--- config.mk ---
export PLATFORM = sky130hd
export DESIGN_NAME = gps_assist_request_parser_top
export DESIGN_NICKNAME = d
export VERILOG_FILES = /design/src/sv/gapr_pkg.sv /design/src/sv/gapr_in_stage.sv /design/src/sv/gapr_parse.sv /design/src/sv/gapr_out_stage.sv /design/src/sv/gps_assist_request_parser_top.sv
export VERILOG_INCLUDE_DIRS = /design/src /design/src/sv
export SDC_FILE = /design/constraint.sdc
export NUM_CORES = 1
export LEC_CHECK = 0
export ABC_AREA = 1
export BUFFER_PORTS_ARGS = -buffer_cell sky130_fd_sc_hd__buf_2
export CAP_MARGIN = 15
export CORE_ASPECT_RATIO = 1.75
export CORE_MARGIN = 5
export CORE_UTILIZATION = 54
export CTS_BUF_LIST = sky130_fd_sc_hd__clkbuf_8
export DETAILED_ROUTE_END_ITERATION = 10
export GPL_TIMING_DRIVEN = 0
export PLACE_DENSITY_LB_ADDON = 0.15
export SETUP_SLACK_MARGIN = 0.2
export SLEW_MARGIN = 20
export SYNTH_ARGS = -nofsm -noshare
export SYNTH_HDL_FRONTEND = slang
export SYNTH_HIERARCHICAL = 1
export SYNTH_SLANG_ARGS = --single-unit
--- constraint.sdc ---
create_clock -name i_clk -period 2.4 [get_ports i_clk]
set_input_delay 0.36 -clock i_clk [delete_from_list [all_inputs] [get_ports i_clk]]
set_output_delay 0.36 -clock i_clk [all_outputs]
set_load 0.01 [all_outputs]
--- src/sv/gps_assist_request_parser_top_defines.svh ---
// assertion helpers for the request parser
`ifndef GPS_ASSIST_REQUEST_PARSER_TOP_DEFINES_SVH
`define GPS_ASSIST_REQUEST_PARSER_TOP_DEFINES_SVH

// consequent must hold in the same cycle as the antecedent
`define GAPR_ASSERT_NOW(label, ante, cons, msg) \
    label: assert property (@(posedge i_clk) disable iff (!i_rst_n) \
        (ante) |-> (cons)) else $error(msg);

// consequent must hold in the cycle after the antecedent
`define GAPR_ASSERT_NEXT(label, ante, cons, msg) \
    label: assert property (@(posedge i_clk) disable iff (!i_rst_n) \
        (ante) |=> (cons)) else $error(msg);

`endif

--- src/sv/gapr_pkg.sv ---
package gapr_pkg;

    typedef struct packed {
        logic [7:0] data_byte;
        logic       last_byte;
    } t_in;

    typedef struct packed {
        logic [1:0]  status;
        logic        want_almanac;
        logic        want_utc_model;
        logic        want_iono_model;
        logic        want_ref_location;
        logic        want_ref_time;
        logic        want_ephemeris;
        logic [63:0] satellite_mask;
        logic        unsupported_seen;
    } t_out;

    // parse phases
    localparam logic [2:0] PH_HDR0  = 3'd0;
    localparam logic [2:0] PH_HDR1  = 3'd1;
    localparam logic [2:0] PH_NAV   = 3'd2;
    localparam logic [2:0] PH_SV    = 3'd3;
    localparam logic [2:0] PH_EXT   = 3'd4;
    localparam logic [2:0] PH_CHK   = 3'd5;
    localparam logic [2:0] PH_DONE  = 3'd6;
    localparam logic [2:0] PH_TRAIL = 3'd7;

    // status codes
    localparam logic [1:0] ST_OK    = 2'd0;
    localparam logic [1:0] ST_SHORT = 2'd1;
    localparam logic [1:0] ST_TRAIL = 2'd2;

    // header flag bits
    localparam logic [7:0] LOW_ALMANAC = 8'h01;
    localparam logic [7:0] LOW_UTC     = 8'h02;
    localparam logic [7:0] LOW_IONO    = 8'h04;
    localparam logic [7:0] LOW_NAV     = 8'h08;
    localparam logic [7:0] LOW_DGPS    = 8'h10;
    localparam logic [7:0] LOW_REFLOC  = 8'h20;
    localparam logic [7:0] LOW_REFTIME = 8'h40;
    localparam logic [7:0] LOW_ACQ     = 8'h80;
    localparam logic [7:0] HIGH_RTI    = 8'h01;
    localparam logic [7:0] HIGH_EXT    = 8'h02;
    localparam logic [7:0] HIGH_CHK    = 8'h04;

    localparam logic [1:0] NAV_LAST_IDX = 2'd3;
    localparam logic [1:0] CHK_LAST_IDX = 2'd2;

    // phase that follows a finished header, nav or ext section
    function automatic logic [2:0] phase_after(input logic [2:0] done,
                                               input logic [7:0] fl,
                                               input logic [7:0] fh);
        logic [2:0] ph;
        priority if (done == PH_HDR1 && (fl & LOW_NAV) != 8'd0) begin
            ph = PH_NAV;
        end else if ((done == PH_HDR1 || done == PH_NAV) && (fh & HIGH_EXT) != 8'd0) begin
            ph = PH_EXT;
        end else if ((fh & HIGH_CHK) != 8'd0) begin
            ph = PH_CHK;
        end else begin
            ph = PH_DONE;
        end
        return ph;
    endfunction

endpackage

--- src/sv/gapr_in_stage.sv ---
module gapr_in_stage (
    input  logic          i_clk,
    input  logic          i_rst_n,
    input  logic          i_valid,
    input  gapr_pkg::t_in i_data,
    output logic          o_stall,
    input  logic          i_advance,
    output logic          o_valid,
    output gapr_pkg::t_in o_data
);

    logic          r_valid;
    gapr_pkg::t_in r_data;
    logic          w_load;

    assign o_stall = r_valid && !i_advance;
    assign w_load  = i_valid && !o_stall;

    always_ff @(posedge i_clk) begin
        if (!i_rst_n) begin
            r_valid <= 1'b0;
        end else if (w_load) begin
            r_valid <= 1'b1;
        end else if (i_advance) begin
            r_valid <= 1'b0;
        end
    end

    always_ff @(posedge i_clk) begin
        if (w_load) begin
            r_data <= i_data;
        end
    end

    assign o_valid = r_valid;
    assign o_data  = r_data;

endmodule

--- src/sv/gapr_parse.sv ---
module gapr_parse (
    input  logic           i_clk,
    input  logic           i_rst_n,
    input  logic           i_valid,
    input  gapr_pkg::t_in  i_data,
    input  logic           i_out_free,
    output logic           o_advance,
    output logic           o_load,
    output gapr_pkg::t_out o_result
);

    logic [2:0]  r_phase;
    logic [7:0]  r_flags_low;
    logic [7:0]  r_flags_high;
    logic [1:0]  r_sec_idx;
    logic [3:0]  r_entries_left;
    logic        r_entry_odd;
    logic [63:0] r_mask;

    logic [2:0]  n_phase;
    logic [7:0]  n_flags_low;
    logic [7:0]  n_flags_high;
    logic [1:0]  n_sec_idx;
    logic [3:0]  n_entries_left;
    logic        n_entry_odd;
    logic [63:0] n_mask;

    logic [7:0]  w_b;
    logic [5:0]  w_id;
    logic [3:0]  w_dec;

    assign w_b   = i_data.data_byte;
    assign w_id  = w_b[5:0];
    assign w_dec = r_entries_left - 4'd1;

    // a non-last word never needs the result register
    assign o_advance = i_valid && (!i_data.last_byte || i_out_free);
    assign o_load    = o_advance && i_data.last_byte;

    always_comb begin
        n_phase        = r_phase;
        n_flags_low    = r_flags_low;
        n_flags_high   = r_flags_high;
        n_sec_idx      = r_sec_idx;
        n_entries_left = r_entries_left;
        n_entry_odd    = r_entry_odd;
        n_mask         = r_mask;
        unique case (r_phase)
            gapr_pkg::PH_HDR0: begin
                n_flags_low = w_b;
                n_phase     = gapr_pkg::PH_HDR1;
            end
            gapr_pkg::PH_HDR1: begin
                n_flags_high = w_b;
                n_phase      = gapr_pkg::phase_after(gapr_pkg::PH_HDR1, r_flags_low, w_b);
            end
            gapr_pkg::PH_NAV: begin
                if (r_sec_idx == gapr_pkg::NAV_LAST_IDX) begin
                    n_sec_idx      = 2'd0;
                    n_entries_left = w_b[7:4];
                    n_entry_odd    = 1'b0;
                    n_phase        = (w_b[7:4] != 4'd0) ? gapr_pkg::PH_SV :
                        gapr_pkg::phase_after(gapr_pkg::PH_NAV, r_flags_low, r_flags_high);
                end else begin
                    n_sec_idx = r_sec_idx + 2'd1;
                end
            end
            gapr_pkg::PH_SV: begin
                if (!r_entry_odd) begin
                    // id zero sets no bit
                    if (w_id != 6'd0) begin
                        n_mask = r_mask | (64'd1 << (w_id - 6'd1));
                    end
                    n_entry_odd = 1'b1;
                end else begin
                    n_entry_odd    = 1'b0;
                    n_entries_left = w_dec;
                    if (w_dec == 4'd0) begin
                        n_phase = gapr_pkg::phase_after(gapr_pkg::PH_NAV, r_flags_low,
                                                        r_flags_high);
                    end
                end
            end
            gapr_pkg::PH_EXT: begin
                n_phase = gapr_pkg::phase_after(gapr_pkg::PH_EXT, r_flags_low, r_flags_high);
            end
            gapr_pkg::PH_CHK: begin
                if (r_sec_idx == gapr_pkg::CHK_LAST_IDX) begin
                    n_sec_idx = 2'd0;
                    n_phase   = gapr_pkg::PH_DONE;
                end else begin
                    n_sec_idx = r_sec_idx + 2'd1;
                end
            end
            default: begin
                n_phase = gapr_pkg::PH_TRAIL;
            end
        endcase
    end

    always_comb begin
        o_result = '0;
        priority if (n_phase == gapr_pkg::PH_DONE) begin
            o_result.status            = gapr_pkg::ST_OK;
            o_result.want_almanac      = (n_flags_low & gapr_pkg::LOW_ALMANAC) != 8'd0;
            o_result.want_utc_model    = (n_flags_low & gapr_pkg::LOW_UTC) != 8'd0;
            o_result.want_iono_model   = (n_flags_low & gapr_pkg::LOW_IONO) != 8'd0;
            o_result.want_ref_location = (n_flags_low & gapr_pkg::LOW_REFLOC) != 8'd0;
            o_result.want_ref_time     = (n_flags_low & gapr_pkg::LOW_REFTIME) != 8'd0;
            o_result.want_ephemeris    = (n_flags_low & gapr_pkg::LOW_NAV) != 8'd0;
            o_result.satellite_mask    = n_mask;
            o_result.unsupported_seen  =
                ((n_flags_low & (gapr_pkg::LOW_DGPS | gapr_pkg::LOW_ACQ)) != 8'd0) ||
                ((n_flags_high & (gapr_pkg::HIGH_RTI | gapr_pkg::HIGH_EXT |
                                  gapr_pkg::HIGH_CHK)) != 8'd0);
        end else if (n_phase == gapr_pkg::PH_TRAIL) begin
            o_result.status = gapr_pkg::ST_TRAIL;
        end else begin
            o_result.status = gapr_pkg::ST_SHORT;
        end
    end

    always_ff @(posedge i_clk) begin
        if (!i_rst_n || o_load) begin
            // last word of a message restarts the parse
            r_phase        <= gapr_pkg::PH_HDR0;
            r_flags_low    <= 8'd0;
            r_flags_high   <= 8'd0;
            r_sec_idx      <= 2'd0;
            r_entries_left <= 4'd0;
            r_entry_odd    <= 1'b0;
            r_mask         <= 64'd0;
        end else if (o_advance) begin
            r_phase        <= n_phase;
            r_flags_low    <= n_flags_low;
            r_flags_high   <= n_flags_high;
            r_sec_idx      <= n_sec_idx;
            r_entries_left <= n_entries_left;
            r_entry_odd    <= n_entry_odd;
            r_mask         <= n_mask;
        end
    end

endmodule

--- src/sv/gapr_out_stage.sv ---
module gapr_out_stage (
    input  logic           i_clk,
    input  logic           i_rst_n,
    input  logic           i_load,
    input  gapr_pkg::t_out i_result,
    output logic           o_free,
    output logic           o_valid,
    output gapr_pkg::t_out o_data,
    input  logic           i_stall
);

    logic           r_valid;
    gapr_pkg::t_out r_data;

    assign o_free = !r_valid || !i_stall;

    always_ff @(posedge i_clk) begin
        if (!i_rst_n) begin
            r_valid <= 1'b0;
        end else if (i_load) begin
            r_valid <= 1'b1;
        end else if (!i_stall) begin
            r_valid <= 1'b0;
        end
    end

    always_ff @(posedge i_clk) begin
        if (i_load) begin
            r_data <= i_result;
        end
    end

    assign o_valid = r_valid;
    assign o_data  = r_data;

endmodule

--- src/sv/gps_assist_request_parser_top.sv ---
// gps assistance request parser
// input channel: one message byte per word with a last-byte flag
// (i_in_valid / i_in_data, stall back on o_in_stall). output channel: one
// result word per message (o_out_valid / o_out_data, stall in on i_out_stall),
// carrying status, requested-element flags, the satellite mask and the
// unsupported-request flag; on a short or overlong message only the status is
// nonzero.
// one word is accepted every cycle while o_in_stall is low. each word is held
// in the input register; when it advances, the parse state and the result
// register update together, so a result is offered once its last byte leaves
// the input register. bytes that are not last never wait on the output side.
// the output register lets the next bytes flow while a result waits; only a
// last byte that finds the result register full and stalled holds the input
// register, and the input stall then rises.
// synchronous reset clears both valid flags and returns the parser to the
// first header byte; a partly received message is dropped.
`include "gps_assist_request_parser_top_defines.svh"

module gps_assist_request_parser_top (
    input  logic           i_clk,
    input  logic           i_rst_n,
    input  logic           i_in_valid,
    input  gapr_pkg::t_in  i_in_data,
    output logic           o_in_stall,
    output logic           o_out_valid,
    output gapr_pkg::t_out o_out_data,
    input  logic           i_out_stall
);

    logic           w_st_valid;
    gapr_pkg::t_in  w_st_data;
    logic           w_advance;
    logic           w_load;
    logic           w_out_free;
    gapr_pkg::t_out w_result;

    gapr_in_stage u_in (
        .i_clk     (i_clk),
        .i_rst_n   (i_rst_n),
        .i_valid   (i_in_valid),
        .i_data    (i_in_data),
        .o_stall   (o_in_stall),
        .i_advance (w_advance),
        .o_valid   (w_st_valid),
        .o_data    (w_st_data)
    );

    gapr_parse u_parse (
        .i_clk      (i_clk),
        .i_rst_n    (i_rst_n),
        .i_valid    (w_st_valid),
        .i_data     (w_st_data),
        .i_out_free (w_out_free),
        .o_advance  (w_advance),
        .o_load     (w_load),
        .o_result   (w_result)
    );

    gapr_out_stage u_out (
        .i_clk    (i_clk),
        .i_rst_n  (i_rst_n),
        .i_load   (w_load),
        .i_result (w_result),
        .o_free   (w_out_free),
        .o_valid  (o_out_valid),
        .o_data   (o_out_data),
        .i_stall  (i_out_stall)
    );

    `GAPR_ASSERT_NOW(a_stall_full, o_in_stall, o_out_valid && i_out_stall, "stall, output free")
    `GAPR_ASSERT_NEXT(a_last_gives_result, w_load, o_out_valid, "no result after last byte")
    `GAPR_ASSERT_NEXT(a_no_extra, o_out_valid && !i_out_stall && !w_load, !o_out_valid, "stray")

endmodule
==> flow_summary.json <==
{
  "fmax_mhz": 459,
  "antenna_cells": 0,
  "vias": 5864,
  "hold_buffers": 0,
  "p_sw_w": 0.00156,
  "syn_inst": 749,
  "skew_ps": 14.0,
  "worst_slack_ps": 220,
  "routed_wl_um": 18400,
  "grt_use_total_pct": 23.4,
  "io_pins": 88,
  "clk_latency_ps": 440,
  "vias_per_cell": 5.61,
  "period_share_pct": 90.8,
  "synth_nets": 770,
  "grt_pass1_vias": 6062,
  "path_class": "reg -> reg",
  "area_delta_synth_final_pct": 16.7,
  "overflow": 0,
  "dp_hpwl_um": 13800,
  "drv_cap": 0,
  "clockBufferDepth": 2,
  "grt_max_degree": 37,
  "startpoint_type": "flop",
  "ys_warn_count": 6,
  "synth_seq_cells": 169,
  "clock_sinks": 169,
  "antenna_found_initial": 0,
  "coreArea_mm2": 0.0135,
  "p_comb_share_pct": 11.1,
  "drc_errors": 0,
  "power.internal_w": 0.00451,
  "yosys.area.top_type_share_pct": 33.1,
  "slowest_delay_ps": 360,
  "setup_viol": 0,
  "drt-initial-drc-count": 417,
  "gp_congestion": 0.906,
  "die_y_um": 165,
  "rsz0062_at_grt": "true",
  "dpl.cell_count": 1012,
  "syn_area_mm2": 0.00744,
  "fillers": 1184,
  "arrival_ps": 2460,
  "nets": 880,
  "fin_cells": 1045,
  "fp-row-count": 56,
  "crit_required_ps": 2680,
  "synthDistinctLibCells": 32,
  "die_w_um": 98.7,
  "die-area_mm2": 0.0163,
  "cts-buffers-inserted": 17,
  "crit_chain": "clkbuf_4 -> nor2_4 -> ha_1 -> inv_1 -> nor2_1 -> nand3_1 -> nor2_2 -> a21oi_1 -> nor3_2",
  "yosys.area.top_type": "edfxtp_1",
  "syn_avg_cell_area_um2": 9.93,
  "layout-drive-gt1-share_pct": 29.9,
  "switching_share_pct": 25.6,
  "status": "finished clean",
  "max_slew_margin_pct": 56.3,
  "powerDensity_mw_per_mm2": 699,
  "io_buffers": 87,
  "post-place-ws_ps": -443,
  "grt_pass1_wl_um": 29800,
  "clk_pin_slew_worst_paths_ps": 90,
  "min_path_type": "in -> reg",
  "maxSlewViolCount": 0,
  "peakVddDrop_uv": 477,
  "dr.pass1.iters": 5,
  "cts_tree": "done",
  "cp_max_fo": 10,
  "clockPowerShare_pct": 37.7,
  "ant_nets": 0,
  "p_leak_nw": 3.20,
  "ctsHtreeMaxLevel": 4,
  "p_total_w": 0.00607,
  "worstSetupEndpointType": "flop",
  "tightest_slew_ps": 653,
  "initial_utilization_pct": 55.3,
  "cts_root_buf": "clkbuf_8",
  "yosysSeqAreaShare_pct": 56.5,
  "seq_power_share_pct": 51.2,
  "synth_area_leaders": "edfxtp_1, dfxtp_1, nor3_2",
  "hold_viol": 0,
  "wl_per_cell_um": 17.6,
  "cpMaxStageDelayCell": "ha_1",
  "min_period_ps": 2180
}
[power by group through the flow]
stage | clock network [W] | logic [W] | registers, W
finish | 0.00229 | 0.000672 | 0.00311
global route | 0.00246 | 0.000736 | 0.00312
CTS | 0.00233 | 0.000664 | 0.00311
detailed placement | 0 | 0.000653 | 0.00317
global placement | 0 | 0.000626 | 0.00318
floorplan | 0 | 0.000455 | 0.00318
[cells in the mapped netlist (all sizes together)]
cell	n
and2	1
nand2	62
nand3	30
buf	32
clkbuf	11
mux2i	2
nor2	119
a21oi	82
a211oi	1
nor3	74
inv	52
ha	8
nand4	9
a31oi	2
dfxtp	87
edfxtp	82
o21ai	84
o211ai	11
[per-layer routing]
metal / global-route usage [%] / wire length [um] / vias up
met5: 0 / 0 / -
met4: 11.2 / 641 / 0
met3: 3.53 / 630 / 45
met2: 45.1 / 10400 / 177
met1: 24.4 / 6680 / 2833
li1: - / - / 2809
[critical path, delay by kind of cell (launching register included)]
kind	cells	cell delay, ps
AO/OA/AOI/OAI	1	130
adder cells (fa/ha/maj)	1	360
buffers and inverters	2	320
flip-flops	1	350
AND/OR/NAND/NOR	5	860
[area by class of cell]
| type | instances | area [um^2] | area share (%) |
|---|---|---|---|
| flip-flops and latches | 169 | 4210 | 48.5 |
| well taps | 174 | 218 | 2.51 |
| clock inverters | 14 | 219 | 2.52 |
| multi-input cells | 485 | 2780 | 32.1 |
| plain buffers | 43 | 327 | 3.76 |
| repair buffers | 91 | 490 | 5.65 |
| clock buffers | 17 | 234 | 2.70 |
| inverters | 52 | 201 | 2.32 |
[kinds of logic after synthesis]
| family | share of synthesized area [%] |
|---|---|
| multiplexers | 0.269 |
| flip-flops | 56.5 |
| AND/OR/NAND/NOR | 22.6 |
| AO/OA/AOI/OAI | 12.6 |
| buffers and inverters | 6.64 |
| adder cells (fa/ha/maj) | 1.35 |
[registers in the layout (all words and copies together), names as in the netlist]
register                count
u_parse/r_entry_odd         1
u_parse/r_mask             64
u_parse/r_phase             3
u_in/o_valid                1
u_out/o_valid               1
u_parse/r_sec_idx           2
u_parse/r_flags_low         8
u_out/o_data               73
u_parse/r_entries_left      4
u_in/o_data                 9
u_parse/r_flags_high        3
[through the flow]
stage,utilization [%],hold WS [ps],cell area [um^2],setup TNS (ps)
2_1_floorplan,-,443,7460,0
3_3_place_gp,60.3,457,8110,-37300
3_5_place_dp,60.6,470,8150,-4030
4_1_cts,64.1,61.2,8630,0
5_1_grt,64.5,64.7,8680,0
6_report,64.5,87.2,8680,0
[repair_timing]
action / 4_1_cts / 5_1_grt
buffers inserted: 1 / 1
pin swaps: 1 / 1
gates resized for setup: 6 / 18
setup endpoints to repair: 10 / 39
[worst paths after layout]
path                              from                   endpoint  slack (ps)  cells after the start
min                       i_in_data[6]             u_in/o_data[6]          90                      1
min reg2reg  u_parse/r_entries_left[3]  u_parse/r_entries_left[3]         490                      2
max reg2reg             u_in/o_data[1]           u_out/o_data[42]         220                      9
max                     u_in/o_data[1]           u_out/o_data[42]         220                      9
[cells in the final DEF (no fill, tap or decap), types with 4 or more instances in the layout]
| cell type | count |
|---|---|
| a21oi_1 | 81 |
| buf_2 | 98 |
| buf_4 | 5 |
| buf_6 | 16 |
| bufinv_16 | 5 |
| clkbuf_1 | 9 |
| clkbuf_8 | 17 |
| dfxtp_1 | 86 |
| edfxtp_1 | 82 |
| ha_1 | 8 |
| inv_1 | 44 |
| inv_2 | 7 |
| inv_6 | 4 |
| nand2_1 | 56 |
| nand2_2 | 4 |
| nand3_1 | 27 |
| nand4_1 | 9 |
| nor2_1 | 106 |
| nor2_2 | 11 |
| nor3_2 | 70 |
| o211ai_1 | 11 |
| o21ai_0 | 83 |
No activity file was read; power rests on OpenSTA's default activity.
